==> config.mk <==
export PLATFORM = sky130hd
export DESIGN_NAME = avdp_parser
export DESIGN_NICKNAME = d
export VERILOG_FILES = /design/src/design/avdp_pkg.sv /design/src/design/avdp_parser.sv
export VERILOG_INCLUDE_DIRS = /design/src /design/src/design
export SDC_FILE = /design/constraint.sdc
export NUM_CORES = 1
export LEC_CHECK = 0
export BUFFER_PORTS_ARGS = -buffer_cell sky130_fd_sc_hd__buf_2
export CORE_MARGIN = 8
export CORE_UTILIZATION = 58
export CTS_BUF_LIST = sky130_fd_sc_hd__clkbuf_16
export DETAILED_ROUTE_END_ITERATION = 16
export GPL_ROUTABILITY_DRIVEN = 0
export PLACE_DENSITY_LB_ADDON = 0.25
export SETUP_SLACK_MARGIN = 0.3
export SKIP_LAST_GASP = 1
export SLEW_MARGIN = 20
export SYNTH_ARGS = -nofsm -noshare
export SYNTH_HDL_FRONTEND = slang
export SYNTH_SLANG_ARGS = --single-unit
==> constraint.sdc <==
create_clock -name aclk -period 20.8 [get_ports aclk]
set_input_delay 4.16 -clock aclk [delete_from_list [all_inputs] [get_ports aclk]]
set_output_delay 4.16 -clock aclk [all_outputs]
set_load 0.02 [all_outputs]
==> src/design/ascii_vertex_decimal_parser_top_defines.svh <==
// assertion macros shared by the parser modules
`ifndef ASCII_VERTEX_DECIMAL_PARSER_TOP_DEFINES_SVH
`define ASCII_VERTEX_DECIMAL_PARSER_TOP_DEFINES_SVH

// same-cycle implication, sampled on aclk, off while in reset
`define AVDP_ASSERT_NOW(label, ante, cons) \
    label: assert property (@(posedge aclk) disable iff (!aresetn) (ante) |-> (cons)) \
        else $error("avdp same-cycle check failed");

// next-cycle implication, sampled on aclk, off while in reset
`define AVDP_ASSERT_NEXT(label, ante, cons) \
    label: assert property (@(posedge aclk) disable iff (!aresetn) (ante) |=> (cons)) \
        else $error("avdp next-cycle check failed");

`endif

==> src/design/avdp_pkg.sv <==
package avdp_pkg;

    // field widths
    localparam int unsigned CHAR_W       = 8;
    localparam int unsigned COORD_W      = 32;
    localparam int unsigned TDATA_W      = 3 * COORD_W;
    localparam int unsigned INT_ACC_W    = 15;
    localparam int unsigned INT_MUL_W    = INT_ACC_W + 4;
    localparam int unsigned FRAC_ACC_W   = 30;
    localparam int unsigned FRAC_MUL_W   = FRAC_ACC_W + 4;
    localparam int unsigned CNT_W        = 4;
    localparam int unsigned LOG_W        = 5;
    localparam int unsigned HELD_N       = 2;
    localparam int unsigned FRAC_TABLE_N = 10;

    // default number of fraction bits of the output coordinates
    localparam int unsigned FRACTION_BITS_DEF = 16;

    // parse limits
    localparam logic [CNT_W-1:0]     MAX_FRACTION_DIGITS = 4'd9;
    localparam logic [INT_ACC_W-1:0] INT_LIMIT           = 15'd32767;
    localparam logic [3:0]           DECIMAL_BASE        = 4'd10;

    // characters of interest
    localparam logic [CHAR_W-1:0] CH_ZERO    = 8'h30;
    localparam logic [CHAR_W-1:0] CH_NINE    = 8'h39;
    localparam logic [CHAR_W-1:0] CH_MINUS   = 8'h2D;
    localparam logic [CHAR_W-1:0] CH_POINT   = 8'h2E;
    localparam logic [CHAR_W-1:0] CH_NEWLINE = 8'h0A;
    localparam logic [CHAR_W-1:0] CH_NUL     = 8'h00;

    // powers of ten by fraction digit count
    localparam logic [FRAC_ACC_W-1:0] POW10 [FRAC_TABLE_N] = '{
        30'd1, 30'd10, 30'd100, 30'd1000, 30'd10000, 30'd100000,
        30'd1000000, 30'd10000000, 30'd100000000, 30'd1000000000
    };

    // ceil(log2(10^k)), so that 2^L >= 10^k > 2^(L-1)
    localparam logic [LOG_W-1:0] LOG2_POW10 [FRAC_TABLE_N] = '{
        5'd0, 5'd4, 5'd7, 5'd10, 5'd14, 5'd17, 5'd20, 5'd24, 5'd27, 5'd30
    };

    // one number as the text gave it
    typedef struct packed {
        logic                  neg;
        logic [INT_ACC_W-1:0]  int_acc;
        logic [FRAC_ACC_W-1:0] frac_acc;
        logic [CNT_W-1:0]      frac_cnt;
    } num_raw_t;

    // one complete vertex waiting for conversion
    typedef struct packed {
        num_raw_t x;
        num_raw_t y;
        num_raw_t z;
        logic     sat;
    } vertex_raw_t;

endpackage

==> src/design/avdp_parser.sv <==
`include "ascii_vertex_decimal_parser_top_defines.svh"

module avdp_parser
    import avdp_pkg::*;
(
    input  logic              aclk,
    input  logic              aresetn,
    input  logic              s_tvalid,
    output logic              s_tready,
    input  logic [CHAR_W-1:0] s_tdata,   // [7:0] character
    input  logic              s_tuser,   // [0] start_vertex
    output logic              vtx_valid,
    input  logic              vtx_ready,
    output vertex_raw_t       vtx
);

    typedef enum logic [4:0] {
        PH_IDLE     = 5'b00001,
        PH_SEARCH   = 5'b00010,
        PH_INTEGER  = 5'b00100,
        PH_FRACTION = 5'b01000,
        PH_SKIP     = 5'b10000
    } phase_t;

    logic              in_v_reg, in_v_next;
    logic [CHAR_W-1:0] in_char_reg, in_char_next;
    logic              in_start_reg, in_start_next;
    phase_t            phase_reg, phase_next;
    logic [1:0]        idx_reg, idx_next;
    num_raw_t          cur_reg, cur_next;
    num_raw_t          held_reg [HELD_N];
    num_raw_t          held_next [HELD_N];
    logic              sat_reg, sat_next;
    logic              ev_reg, ev_next;
    vertex_raw_t       vtx_reg, vtx_next;

    logic              step;
    logic              emit;
    logic              out_free;
    logic              is_digit;
    logic              is_minus;
    logic              is_nul;
    logic              is_end_line;
    logic [3:0]        dval;
    logic [INT_MUL_W-1:0]  int_mul;
    logic [FRAC_MUL_W-1:0] frac_mul;
    num_raw_t          start_num;

    // character classes
    assign is_digit    = (in_char_reg >= CH_ZERO) && (in_char_reg <= CH_NINE);
    assign is_minus    = (in_char_reg == CH_MINUS);
    assign is_nul      = (in_char_reg == CH_NUL);
    assign is_end_line = (in_char_reg == CH_NEWLINE) || is_nul;
    assign dval        = 4'(in_char_reg - CH_ZERO);

    // digit accumulation
    assign int_mul  = INT_MUL_W'(cur_reg.int_acc) * INT_MUL_W'(DECIMAL_BASE)
                    + INT_MUL_W'(dval);
    assign frac_mul = FRAC_MUL_W'(cur_reg.frac_acc) * FRAC_MUL_W'(DECIMAL_BASE)
                    + FRAC_MUL_W'(dval);

    // a number opened by this character
    always_comb begin
        start_num          = '0;
        start_num.neg      = is_minus;
        start_num.int_acc  = is_digit ? INT_ACC_W'(dval) : '0;
    end

    // one parse step per item
    always_comb begin
        phase_t   ph;
        logic     end_num;
        ph           = phase_reg;
        end_num      = 1'b0;
        emit         = 1'b0;
        idx_next     = idx_reg;
        cur_next     = cur_reg;
        sat_next     = sat_reg;
        held_next[0] = held_reg[0];
        held_next[1] = held_reg[1];

        if (in_start_reg) begin
            idx_next = '0;
            sat_next = 1'b0;
            cur_next = '0;
            ph       = PH_SEARCH;
        end

        unique case (ph)
            PH_IDLE: begin
            end
            PH_SEARCH: begin
                if (is_digit || is_minus) begin
                    cur_next = start_num;
                    ph       = PH_INTEGER;
                end else if (is_nul) begin
                    ph = PH_IDLE;
                end
            end
            PH_INTEGER: begin
                if (is_digit) begin
                    if (int_mul > INT_MUL_W'(INT_LIMIT)) begin
                        cur_next.int_acc = INT_LIMIT;
                        sat_next         = 1'b1;
                    end else begin
                        cur_next.int_acc = int_mul[INT_ACC_W-1:0];
                    end
                end else if (in_char_reg == CH_POINT) begin
                    ph = PH_FRACTION;
                end else begin
                    end_num = 1'b1;
                end
            end
            PH_FRACTION: begin
                if (is_digit) begin
                    if (cur_reg.frac_cnt < MAX_FRACTION_DIGITS) begin
                        cur_next.frac_acc = frac_mul[FRAC_ACC_W-1:0];
                        cur_next.frac_cnt = cur_reg.frac_cnt + 4'd1;
                    end
                end else begin
                    end_num = 1'b1;
                end
            end
            PH_SKIP: begin
                if (is_end_line) begin
                    emit = 1'b1;
                    ph   = PH_IDLE;
                end
            end
            default: begin
                ph = PH_IDLE;
            end
        endcase

        // the ending character is looked at again
        if (end_num) begin
            if (idx_reg < 2'd2) begin
                held_next[idx_reg[0]] = cur_reg;
                idx_next              = idx_reg + 2'd1;
                ph                    = PH_SEARCH;
                if (is_digit || is_minus) begin
                    cur_next = start_num;
                    ph       = PH_INTEGER;
                end else if (is_nul) begin
                    ph = PH_IDLE;
                end
            end else begin
                ph = PH_SKIP;
                if (is_end_line) begin
                    emit = 1'b1;
                    ph   = PH_IDLE;
                end
            end
        end

        phase_next = ph;
    end

    // handshake toward the conversion pipeline
    assign out_free  = !ev_reg || vtx_ready;
    assign step      = in_v_reg && (!emit || out_free);
    assign s_tready  = !in_v_reg || step;
    assign vtx_valid = ev_reg;
    assign vtx       = vtx_reg;

    // input register
    always_comb begin
        in_v_next     = in_v_reg;
        in_char_next  = in_char_reg;
        in_start_next = in_start_reg;
        if (s_tvalid && s_tready) begin
            in_v_next     = 1'b1;
            in_char_next  = s_tdata;
            in_start_next = s_tuser;
        end else if (step) begin
            in_v_next = 1'b0;
        end
    end

    // vertex register
    always_comb begin
        ev_next  = ev_reg;
        vtx_next = vtx_reg;
        if (ev_reg && vtx_ready) begin
            ev_next = 1'b0;
        end
        if (step && emit) begin
            ev_next      = 1'b1;
            vtx_next.x   = held_reg[0];
            vtx_next.y   = held_reg[1];
            vtx_next.z   = cur_reg;
            vtx_next.sat = sat_reg;
        end
    end

    // control state
    always_ff @(posedge aclk) begin
        if (!aresetn) begin
            in_v_reg  <= 1'b0;
            phase_reg <= PH_IDLE;
            idx_reg   <= '0;
            cur_reg   <= '0;
            sat_reg   <= 1'b0;
            ev_reg    <= 1'b0;
        end else begin
            in_v_reg <= in_v_next;
            ev_reg   <= ev_next;
            if (step) begin
                phase_reg <= phase_next;
                idx_reg   <= idx_next;
                cur_reg   <= cur_next;
                sat_reg   <= sat_next;
            end
        end
    end

    // payload state
    always_ff @(posedge aclk) begin
        in_char_reg  <= in_char_next;
        in_start_reg <= in_start_next;
        vtx_reg      <= vtx_next;
        if (step) begin
            held_reg[0] <= held_next[0];
            held_reg[1] <= held_next[1];
        end
    end

    // a vertex leaves only once two numbers are held
    `AVDP_ASSERT_NOW(a_emit_after_two, step && emit, (idx_reg == 2'd2) && !in_start_reg)
    // skipping to end of line means all three numbers were found
    `AVDP_ASSERT_NOW(a_skip_index, phase_reg == PH_SKIP, idx_reg == 2'd2)
    // fraction digit count stays within the kept digits
    `AVDP_ASSERT_NOW(a_frac_cnt, 1'b1, cur_reg.frac_cnt <= MAX_FRACTION_DIGITS)

endmodule

=== Word-level counts from Yosys, hierarchy flattened ===
Memories as Yosys holds them, arrays and structs flattened.
Cells that the tools add are included.

* Add/sub/neg operators: 5
* Multipliers: 2
* Order comparisons: 7
* Eq/ne operators: 8
* Mux-type cells: 52
* Bitwise gates (word level): 1
* Reduce and logical (&&, ||, !) cells: 18

{| class="wikitable"
|+ Operator list
! cell !! number
|-
| two-way mux 50 bit || 6
|-
| two-way mux 100 bit || 2
|-
| bitwise mux 100 bit || 1
|-
| two-way mux 34 bit || 2
|-
| one-hot mux 34 bit (2 select lines) || 1
|-
| demux 50 bit (select 1 bit) || 1
|-
| two-way mux 5 bit || 9
|-
| adder 30 x 4 -> 30 bit || 1
|-
| multiplier 30 x 3 -> 29 bit (second input constant) || 1
|-
| two-way mux 15 bit || 2
|-
| one-hot mux 15 bit (2 select lines) || 1
|-
| one-hot mux 5 bit (4 select lines) || 1
|-
| adder 19 x 4 -> 19 bit || 1
|-
| greater-than comparator 19 x 15 -> 1 bit (second input constant) || 1
|-
| two-way mux 1 bit || 19
|-
| multiplier 15 x 3 -> 18 bit (second input constant) || 1
|-
| == test 8 x 6 -> 1 bit (second input constant) || 2
|-
| == test 8 x 4 -> 1 bit (second input constant) || 1
|-
| greater-or-equal comparator 8 x 6 -> 1 bit (second input constant) || 1
|-
| less-or-equal comparator 8 x 6 -> 1 bit (second input constant) || 1
|-
| zero test 8 bit || 1
|-
| two-way mux 2 bit || 4
|-
| logical AND 1 bit || 6
|-
| == test 5 x 1 -> 1 bit (second input constant) || 1
|-
| other kinds (19) || 26
|}

* Flip-flop bits (word level): 220
* Bits in writable memories: 100
* Bits of input ports: 13
* Output and inout port bits: 153
* Logic and storage cells: 118
* Memories: 1

{| class="wikitable"
|+ Memory list
! name !! words !! width !! read ports !! clocked after Yosys merged registers in !! write ports !! line !! text
|-
| held_reg || 2 || 50 || 2 || 0 || 2 || avdp_parser.sv:31 || <nowiki>num_raw_t held_reg [HELD_N];</nowiki>
|}

=== Longest topological paths before layout ===
* Depth in word-level cells: 13
* Mapped depth: 15
* Depth with buffers taken out: 14

=== Worst setup path after synthesis ===
OpenSTA, ideal clock, no wires.

* Path kind: input port to flip-flop
* Start: in vtx_ready
* End: reg vtx_reg, in the netlist vtx[0] (enable)
* Library setup time: 0.846 ns
* Arrival time: 14.839 ns
* Data required time: 19.954 ns
* Path slack: 5.115 ns
* Stages: 4
* Buffers on the path: 1
* Cells stage by stage: nand2b_1 > o31ai_2 > clkbuf_1 > nor3_1

* Word-level cells in the longest chain between the ends: 4

{| class="wikitable"
|+ Ends and longest elaborated chain
! what !! line !! text
|-
| start, declared || avdp_parser.sv:13 || <nowiki>input logic vtx_ready,</nowiki>
|-
| logical OR 1 bit || avdp_parser.sv:160 || <nowiki>assign out_free = !ev_reg || vtx_ready;</nowiki>
|-
| logical OR 1 bit || avdp_parser.sv:161 || <nowiki>assign step = in_v_reg && (!emit || out_free);</nowiki>
|-
| logical AND 1 bit || avdp_parser.sv:161 ||
|-
| logical AND 1 bit || avdp_parser.sv:187 || <nowiki>if (step && emit) begin</nowiki>
|-
| end signal, assigned || avdp_parser.sv:221 || <nowiki>vtx_reg <= vtx_next;</nowiki>
|-
| end, declared || avdp_parser.sv:35 || <nowiki>vertex_raw_t vtx_reg, vtx_next;</nowiki>
|}

No other way between the ends.
A chain may end at the register's enable or synchronous reset.

=== Worst setup path after layout ===
* Start: in vtx_ready
* End: out s_tready

* Word-level cells in the longest chain between the ends: 4

{| class="wikitable"
|+ Ends and longest elaborated chain
! what !! line !! text
|-
| logical OR 1 bit || avdp_parser.sv:160 ||
|-
| logical OR 1 bit || avdp_parser.sv:161 ||
|-
| logical AND 1 bit || avdp_parser.sv:161 ||
|-
| logical OR 1 bit || avdp_parser.sv:162 || <nowiki>assign s_tready = !in_v_reg || step;</nowiki>
|-
| end, declared || avdp_parser.sv:9 || <nowiki>output logic s_tready,</nowiki>
|}

No other way between the ends.

==> results.yml <==
critical_path:
  cp-start-kind: "input pin"
  rrSetupSlack_ps: 16030
  crit_arrival_ps: 4940
  r2r_cells: 9
  critPathCaptureType: "primary output"
  worstReg2RegEnd: "vtx[41]$_DFFE_PP_"
  crit_type: "in -> out"
  crit_fanout: 4
  r2r-start: "in_char_reg[7]$_DFFE_PP_"
  worstPathRequired_ps: 16640
clocking:
  clk_pin_slew_worst_paths_ps: 70
  cts_sinks: 320
  cts_buffer_depth: 3
  cts_tree: "yes"
  post_cts_buffers: 0
  ctsHoldBuffers: 0
  clockRootBuffer: "clkbuf_16"
  cts_buffers: 30
  htreeDepth: 1
  clk_latency_ps: 540
  cts_resized: 0
power_and_ir_drop:
  power_w: 0.00122
  p_clk_frac: 0.422
  seq_power_share: 0.564
  p_switching_w: 0.000238
  p_leak_nw: 6.08
  power_frac_comb: 0.015
  vdd_drop_max_mv: 0.0784
  power_density_nw_per_um2: 75.0
  p_sw_frac: 0.194
  p_int_w: 0.000984
grt:
  antenna_found_initial: 0
  grt_usage: 0.192
  grt_pass1_wl_mm: 45.6
  grt.overflow.total: 0
  grt_max_degree: 77
  grt_pass1_vias: 8848
yosys:
  synthTopCellsByCount: "edfxtp_1 (260), ha_1 (85), dfxtp_1 (60), nand2_1 (56)"
  ys.flop_type: "edfxtp_1"
  yosys_warnings: 0
  async_flop_share: 0
  synthesis.area_sq_um: 14100
  synthDistinctLibCells: 78
  synth_edf_count: 260
  syn_nets: 1154
  synth_mux_area_frac: 0.00372
  synth_xor_area_frac: 0.0383
  yosys-top-cells-area: "edfxtp_1 (55%), dfxtp_1 (8.5%), ha_1 (7.5%)"
  synth_top_family_by_area: "compound AO/OA/AOI/OAI gates"
  synth_compound_area_frac: 0.119
  synthAdderAreaFrac: 0.0808
  syn_avg_cell_area_sq_um: 13.4
  ys_ff_latch: 320
  syn_inst: 1052
  ys_seq_area_frac: 0.637
  synth_top_area_cell: "edfxtp_1"
  synthMostInstantiatedCell: "edfxtp_1"
  yosys.area_share.simple: 0.106
  synth_top_area_frac: 0.552
cells_and_area:
  synthToLayoutAreaGrowth_pct: 15.1
  fillers: 1818
  layout-drive-gt1-share: 0.190
  antenna_cells: 0
  utilization: 0.676
  largest_reg_flops: 151
  fin_nets: 1331
  fin_cells: 1577
route:
  vias: 9186
  routed_wl_mm: 29.0
  dr.pass1.iters: 5
  viasPerCell: 5.82
  antenna_left: 0
  wl_per_cell_microns: 18.4
  drc: 0
  first_iter_violations: 599
outcome:
  status: "complete, no violations"
hold_path:
  hold_path_end: "vtx[130]$_DFFE_PP_"
  worstHoldPathType: "reg -> reg"
  hold_start: "held_reg[0][29]$_DFFE_PP_"
  min_path_cells: 0
sta:
  rsz0062_at_grt: "false"
  max_freq_ghz: 0.110
  tns_ps: 0
  fin_crit_sh: 0.438
  hold_ws_ps: 413
  finalHoldViolCount: 0
  setup_viol_count_final: 0
  period_minus_slack_ps: 9100
  fin_skew_ps: 9.89
  tightestPinTransition_ps: 1060
  maxSlewViolCount: 0
  relSlewSlack: 0.291
place:
  port-buffer-count: 165
  dpl.hpwl_mm: 20.0
  place_inst: 1521
floorplanning:
  dieHeight_microns: 172
  row_count: 57
  start_util: 0.587
  die_w_microns: 172
  die-area_sq_um: 29600
  io_pins: 166
  coreArea_sq_um: 24100
run:
  maxCapViolCount: 0
[layout by cell type (no fill, tap or decap), drive strengths merged, types with 31 or more instances in the layout]
cell type  instances
edfxtp           260
buf              174
ha                85
dfxtp             60
nand2             56
o21ai             55
a21oi             55
nor2              47
xnor2             38
inv               34
nor2b             31
clkbuf            31
[kinds of logic after synthesis]
family	after synthesis
muxes	5
xor gates and xnor gates	61
buffers and inverters	55
and+or+nand+nor	271
AOI/OAI and AO/OA	251
DFF	320
adders and majority gates	89
[worst max path at each step]
stage / start / endpoint / depth (start not counted)
3_5_place_dp: vtx_ready / s_tready / 4
3_3_place_gp: vtx_ready / s_tready / 4
5_1_grt: vtx_ready / s_tready / 4
6_report: vtx_ready / s_tready / 4
2_1_floorplan: vtx_ready / vtx[0]$_DFFE_PP_ / 4
4_1_cts: vtx_ready / s_tready / 4
[metal layers]
layer | GRT usage | vias to the layer above | routed length, microns
met5 | 0 | - | 0
met4 | 0.0506 | 0 | 560
met3 | 0.0347 | 48 | 2030
met2 | 0.344 | 302 | 14500
met1 | 0.238 | 4428 | 11900
li1 | - | 4408 | -
[metrics by stage]
stage                     worst slack, ps  cell area, sq um
after detailed placement            11700             15300
after floorplan                      5120             14100
final                               11700             16300
after global placement              11720             15300
after CTS                           11700             16300
after global routing                11670             16300
[layout make-up]
type | instances | area (sq um) | share of cell area
timing repair buffer | 174 | 893 | 0.0549
clock inverter | 25 | 166 | 0.0102
sequential | 320 | 9010 | 0.553
clock buffer | 31 | 776 | 0.0476
inverter | 26 | 97.6 | 0.00599
tap | 324 | 405 | 0.0249
multi-input combinational | 677 | 4940 | 0.303
[critical path, cell delays in order]
cell and delay (ps):
buf_2 90, nand2b_1 180, or2_2 340, buf_2 170
[power by group through the flow]
stage,Clock (W),Sequential [W],Combinational [W]
2_1_floorplan,0,0.000701,0.0000133
3_3_place_gp,0,0.000702,0.0000172
3_5_place_dp,0,0.000702,0.0000177
4_1_cts,0.000527,0.000688,0.0000178
5_1_grt,0.000550,0.000688,0.0000200
6_report,0.000515,0.000689,0.0000182
(Power assumes the default switching activity.)
